<file path="src/rtl/core/btlpm_pkg.sv">
`default_nettype none

package btlpm_pkg;

    localparam int NODES     = 1024;
    localparam int ADDR_BITS = 32;
    localparam int PORT_BITS = 16;

    localparam int NODE_W  = $clog2(NODES);
    localparam int FREE_W  = $clog2(NODES + 1);
    localparam int LEVEL_W = $clog2(ADDR_BITS + 1);

    typedef enum logic [1:0] {
        K_INSERT = 2'd0,
        K_DELETE = 2'd1,
        K_SEARCH = 2'd2,
        K_NONE   = 2'd3
    } kind_t;

    typedef enum logic [1:0] {
        ST_OK        = 2'd0,
        ST_FULL      = 2'd1,
        ST_NOT_FOUND = 2'd2,
        ST_UNUSED    = 2'd3
    } status_t;

    typedef enum logic [1:0] {
        S_INIT = 2'd0,
        S_IDLE = 2'd1,
        S_WALK = 2'd2,
        S_SPARE = 2'd3
    } ctrl_state_t;

    typedef struct packed {
        kind_t       kind;
        logic [31:0] address;
        logic [5:0]  prefix_len;
        logic [15:0] port_value;
    } in_t;

    typedef struct packed {
        logic [15:0] found_port;
        logic        found;
        status_t     status;
    } out_t;

    typedef struct packed {
        logic [NODE_W-1:0]    left;
        logic [NODE_W-1:0]    right;
        logic [PORT_BITS-1:0] port;
        logic                 valid;
    } node_t;

    localparam int NODE_BITS = $bits(node_t);

    typedef struct packed {
        logic init_root;
        logic load;
        logic walk;
    } cmd_t;

    typedef struct packed {
        logic finish;
    } stat_t;

endpackage

`default_nettype wire

</file>
<file path="src/rtl/core/btlpm_ctrl.sv">
`default_nettype none

module btlpm_ctrl (
    input  wire logic               clk,
    input  wire logic               rst_n,
    input  wire logic               start,
    input  wire btlpm_pkg::stat_t   stat,
    output btlpm_pkg::cmd_t         cmd,
    output logic                    busy,
    output logic                    done
);

    btlpm_pkg::ctrl_state_t state_reg, state_next;
    logic done_reg, done_next;

    always_ff @(posedge clk or negedge rst_n)
    begin
        if (!rst_n)
        begin
            state_reg <= btlpm_pkg::S_INIT;
            done_reg  <= 1'b0;
        end
        else
        begin
            state_reg <= state_next;
            done_reg  <= done_next;
        end
    end

    always_comb
    begin
        state_next = state_reg;
        unique case (state_reg)
            btlpm_pkg::S_INIT:
            begin
                state_next = btlpm_pkg::S_IDLE;
            end
            btlpm_pkg::S_IDLE:
            begin
                if (start)
                begin
                    state_next = btlpm_pkg::S_WALK;
                end
            end
            btlpm_pkg::S_WALK:
            begin
                if (stat.finish)
                begin
                    state_next = btlpm_pkg::S_IDLE;
                end
            end
            default:
            begin
                state_next = btlpm_pkg::S_IDLE;
            end
        endcase
    end

    always_comb
    begin
        cmd.init_root = (state_reg == btlpm_pkg::S_INIT);
        cmd.load      = (state_reg == btlpm_pkg::S_IDLE) && start;
        cmd.walk      = (state_reg == btlpm_pkg::S_WALK);
        busy          = (state_reg != btlpm_pkg::S_IDLE);
        done_next     = (state_reg == btlpm_pkg::S_WALK) && stat.finish;
    end

    assign done = done_reg;

    a_done_after_walk: assert property (@(posedge clk) disable iff (!rst_n)
        done_reg |-> $past(state_reg == btlpm_pkg::S_WALK))
        else $error("strobe without a finished walk");

    a_idle_after_done: assert property (@(posedge clk) disable iff (!rst_n)
        done_reg |-> state_reg == btlpm_pkg::S_IDLE)
        else $error("controller not idle after finish");

    a_load_only_idle: assert property (@(posedge clk) disable iff (!rst_n)
        cmd.load |=> state_reg == btlpm_pkg::S_WALK)
        else $error("load did not start a walk");

endmodule

`default_nettype wire

</file>
<file path="config.mk">
export PLATFORM = sky130hd
export DESIGN_NAME = btlpm_ctrl
export DESIGN_NICKNAME = d
export VERILOG_FILES = /design/src/rtl/core/btlpm_pkg.sv /design/src/rtl/core/btlpm_ctrl.sv
export SDC_FILE = /design/constraint.sdc
export NUM_CORES = 1
export LEC_CHECK = 0
export BUFFER_PORTS_ARGS = -buffer_cell sky130_fd_sc_hd__buf_2
export CAP_MARGIN = 20
export CORE_AREA = 2 2 39 41
export CTS_CLUSTER_SIZE = 28
export DETAILED_ROUTE_END_ITERATION = 12
export DIE_AREA = 0 0 41 43
export MAX_ROUTING_LAYER = met4
export PLACE_DENSITY = 0.3
export SLEW_MARGIN = 20
export SYNTH_ARGS = -nofsm -noshare
export SYNTH_HDL_FRONTEND = slang
export SYNTH_SLANG_ARGS = --single-unit
</file>
<file path="constraint.sdc">
create_clock -name clk -period 1.8 [get_ports clk]
set_clock_uncertainty 0.05 [all_clocks]
set_input_delay 0.18 -clock clk [delete_from_list [all_inputs] [get_ports clk]]
set_output_delay 0.18 -clock clk [all_outputs]
set_load 0.05 [all_outputs]
</file>
==> results.yml <==
global_routing:
  grt_overflow_total: 0
  track_usage: 0.0525
  grt_max_degree: 5
  grt_pass1_vias: 133
  antenna_found_initial: 0
  grt_pass1_wl_um: 517
pwr:
  swShare: 0.436
  p_seq_frac: 0.256
  p_per_area_nw_per_um2: 1590
  p_clk_frac: 0.326
  ir_worst_vdd_v: 0.000509
  p_comb_frac: 0.417
  intPower_w: 0.000207
  p_leak_nw: 0.132
  power.switching_w: 0.000160
worst_setup_path:
  worstPathMaxFanout: 4
  r2r_slack_ps: 860
  worst_setup_path_end_kind: "output port"
  worstSetupStartpointType: "register"
  r2r_cells: 2
  crit_arrival_ps: 1210
  r2r-end: "state_reg[0]"
  r2r_start: "state_reg[1]"
  crit_type: "reg2out"
  crit_required_ps: 1570
drt:
  postRouteAntennaNets: 0
  dr.pass1.iters: 4
  wl_per_cell_um: 7.46
  finalWirelength_um: 306
  remaining_drc_errors: 0
  vias: 130
  viasPerCell: 3.17
  drt-initial-drc-count: 5
min_path:
  hold_start: "stat"
  whs_path_depth: 2
  min_path_type: "in2reg"
  hold_path_end: "state_reg[1]"
cts:
  post_cts_resized: 0
  root_buffer: "clkbuf_4"
  cts_tree: "yes"
  clkLatencyLatePin_ps: 240
  cts_buffers: 3
  htreeDepth: 1
  clk_pin_slew_ps: 40
  cts.sinks: 3
  post_cts_buffers: 0
  clk_path_buf_depth: 2
layout:
  drive_above_1_share: 0.560
  fin_nets: 30
  instances_no_fill: 41
  final.fill_count: 160
  syn_to_final_growth_pct: 71.3
  largest_register_ffs: 2
  diodes: 0
synthesis:
  syn-num-nets: 16
  ys_ff_latch: 3
  syn_avg_cell_area_sq_um: 11.3
  ys_types: 10
  seq_area_frac_synth: 0.556
  yosys_warnings: 0
  synth_area_sq_um: 135
  syn-instance-count: 12
timing:
  fmax_mhz: 694
  min_period_ps: 1440
  tightest_slew_ps: 251
  period_share: 0.801
  tns_ps: 0
  maxSlewViolCount: 0
  relSlewSlack: 0.834
  setup_viol: 0
  rsz0062_at_grt: "no"
  finalHoldViolCount: 0
outcome:
  status: "finished clean"
floorplan:
  boundaryPins: 9
  die-area_sq_um: 1760
  die_w_um: 41
  chipHeight_um: 43
  coreArea_sq_um: 1380
  num_rows: 14
  initial_core_util: 0.0976
placed_design:
  dp.cells: 36
  gp_congestion: 0.592
  portBuffers: 8
run:
  drv_cap: 0
## worst max-delay path, stage by stage, from the launching register on
cell	delay (ps)
dfrtp_1	410
nand3b_1	230
inv_1	80
buf_2	250
## repair_timing
action                     CTS  global route
hold endpoints to repair     3             0
setup endpoints to repair    0             0
hold buffers                 1             0
## per-layer routing
layer / GRT usage / part of all wire / up-vias
li1: - / - / 63
met1: 0.0613 / 0.47 / 55
met2: 0.0531 / 0.32 / 12
met3: 0.0628 / 0.20 / 0
met4: 0.0200 / 0 / 0
met5: - / 0 / -
## power groups by stage
| stage | sequential, W | clock, W | combinational [W] |
|---|---|---|---|
| floorplan | 0.0000991 | 0 | 0.000116 |
| global placement | 0.0000941 | 0 | 0.000150 |
| detailed placement | 0.0000954 | 0 | 0.000152 |
| CTS | 0.0000946 | 0.000124 | 0.000154 |
| global route | 0.0000980 | 0.000130 | 0.000163 |
| finish | 0.0000942 | 0.000120 | 0.000153 |
## Yosys cell counts (all sizes together)
| cell type | instances | area [sq um] |
|---|---|---|
| and2 | 1 | 6.26 |
| dfrtp | 3 | 75.1 |
| inv | 2 | 7.50 |
| nand2b | 1 | 13.8 |
| nand3b | 1 | 7.51 |
| nor2 | 1 | 3.75 |
| o21a | 1 | 7.51 |
| o21ai | 1 | 5.00 |
| or2b | 1 | 8.76 |
## placed cells by master (no fill, tap or decap), drive strengths merged
master,n
dlygate4sd3,1
o21a,1
nand2b,1
nand3b,1
nor2,1
clkbuf,4
and2,1
inv,2
or2b,1
o21ai,1
buf,8
dfrtp,3
## logic make-up (layout without fill, tap and decap cells)
logic type             Yosys count  in the layout  synth area share
buffers and inverters            2             15            0.0555
AOI/OAI and AO/OA                2              2            0.0926
DFF                              3              3             0.556
and+or+nand+nor                  5              5             0.296
## final cells by class
cell class / instances / area (sq um) / share of cell area
Clock buffer: 4 / 26.3 / 0.114
Sequential cell: 3 / 75.1 / 0.324
Inverter: 2 / 7.51 / 0.0324
Timing Repair Buffer: 9 / 50.0 / 0.216
Tap cell: 16 / 20.0 / 0.0865
Multi-Input combinational cell: 7 / 52.6 / 0.227
## metrics by stage
step	instance area, sq um	hold WS (ps)	worst slack [ps]	util	total power [W]
finish	231	117	359	0.167	0.000367
global route	231	132	316	0.167	0.000391
CTS	231	118	360	0.167	0.000373
detailed placement	195	-66.5	616	0.141	0.000247
global placement	195	-74.0	638	0.141	0.000245
floorplan	135	-166	507	-	0.000215
## how the worst max path moves through the flow
stage | endpoint | startpoint
after global placement | cmd[1] | state_reg[1]
after floorplan | cmd[2] | state_reg[1]
final | cmd[1] | state_reg[1]
after global routing | cmd[1] | state_reg[1]
after CTS | cmd[1] | state_reg[1]
after detailed placement | cmd[1] | state_reg[1]
Power figures use the tool's default switching activity.
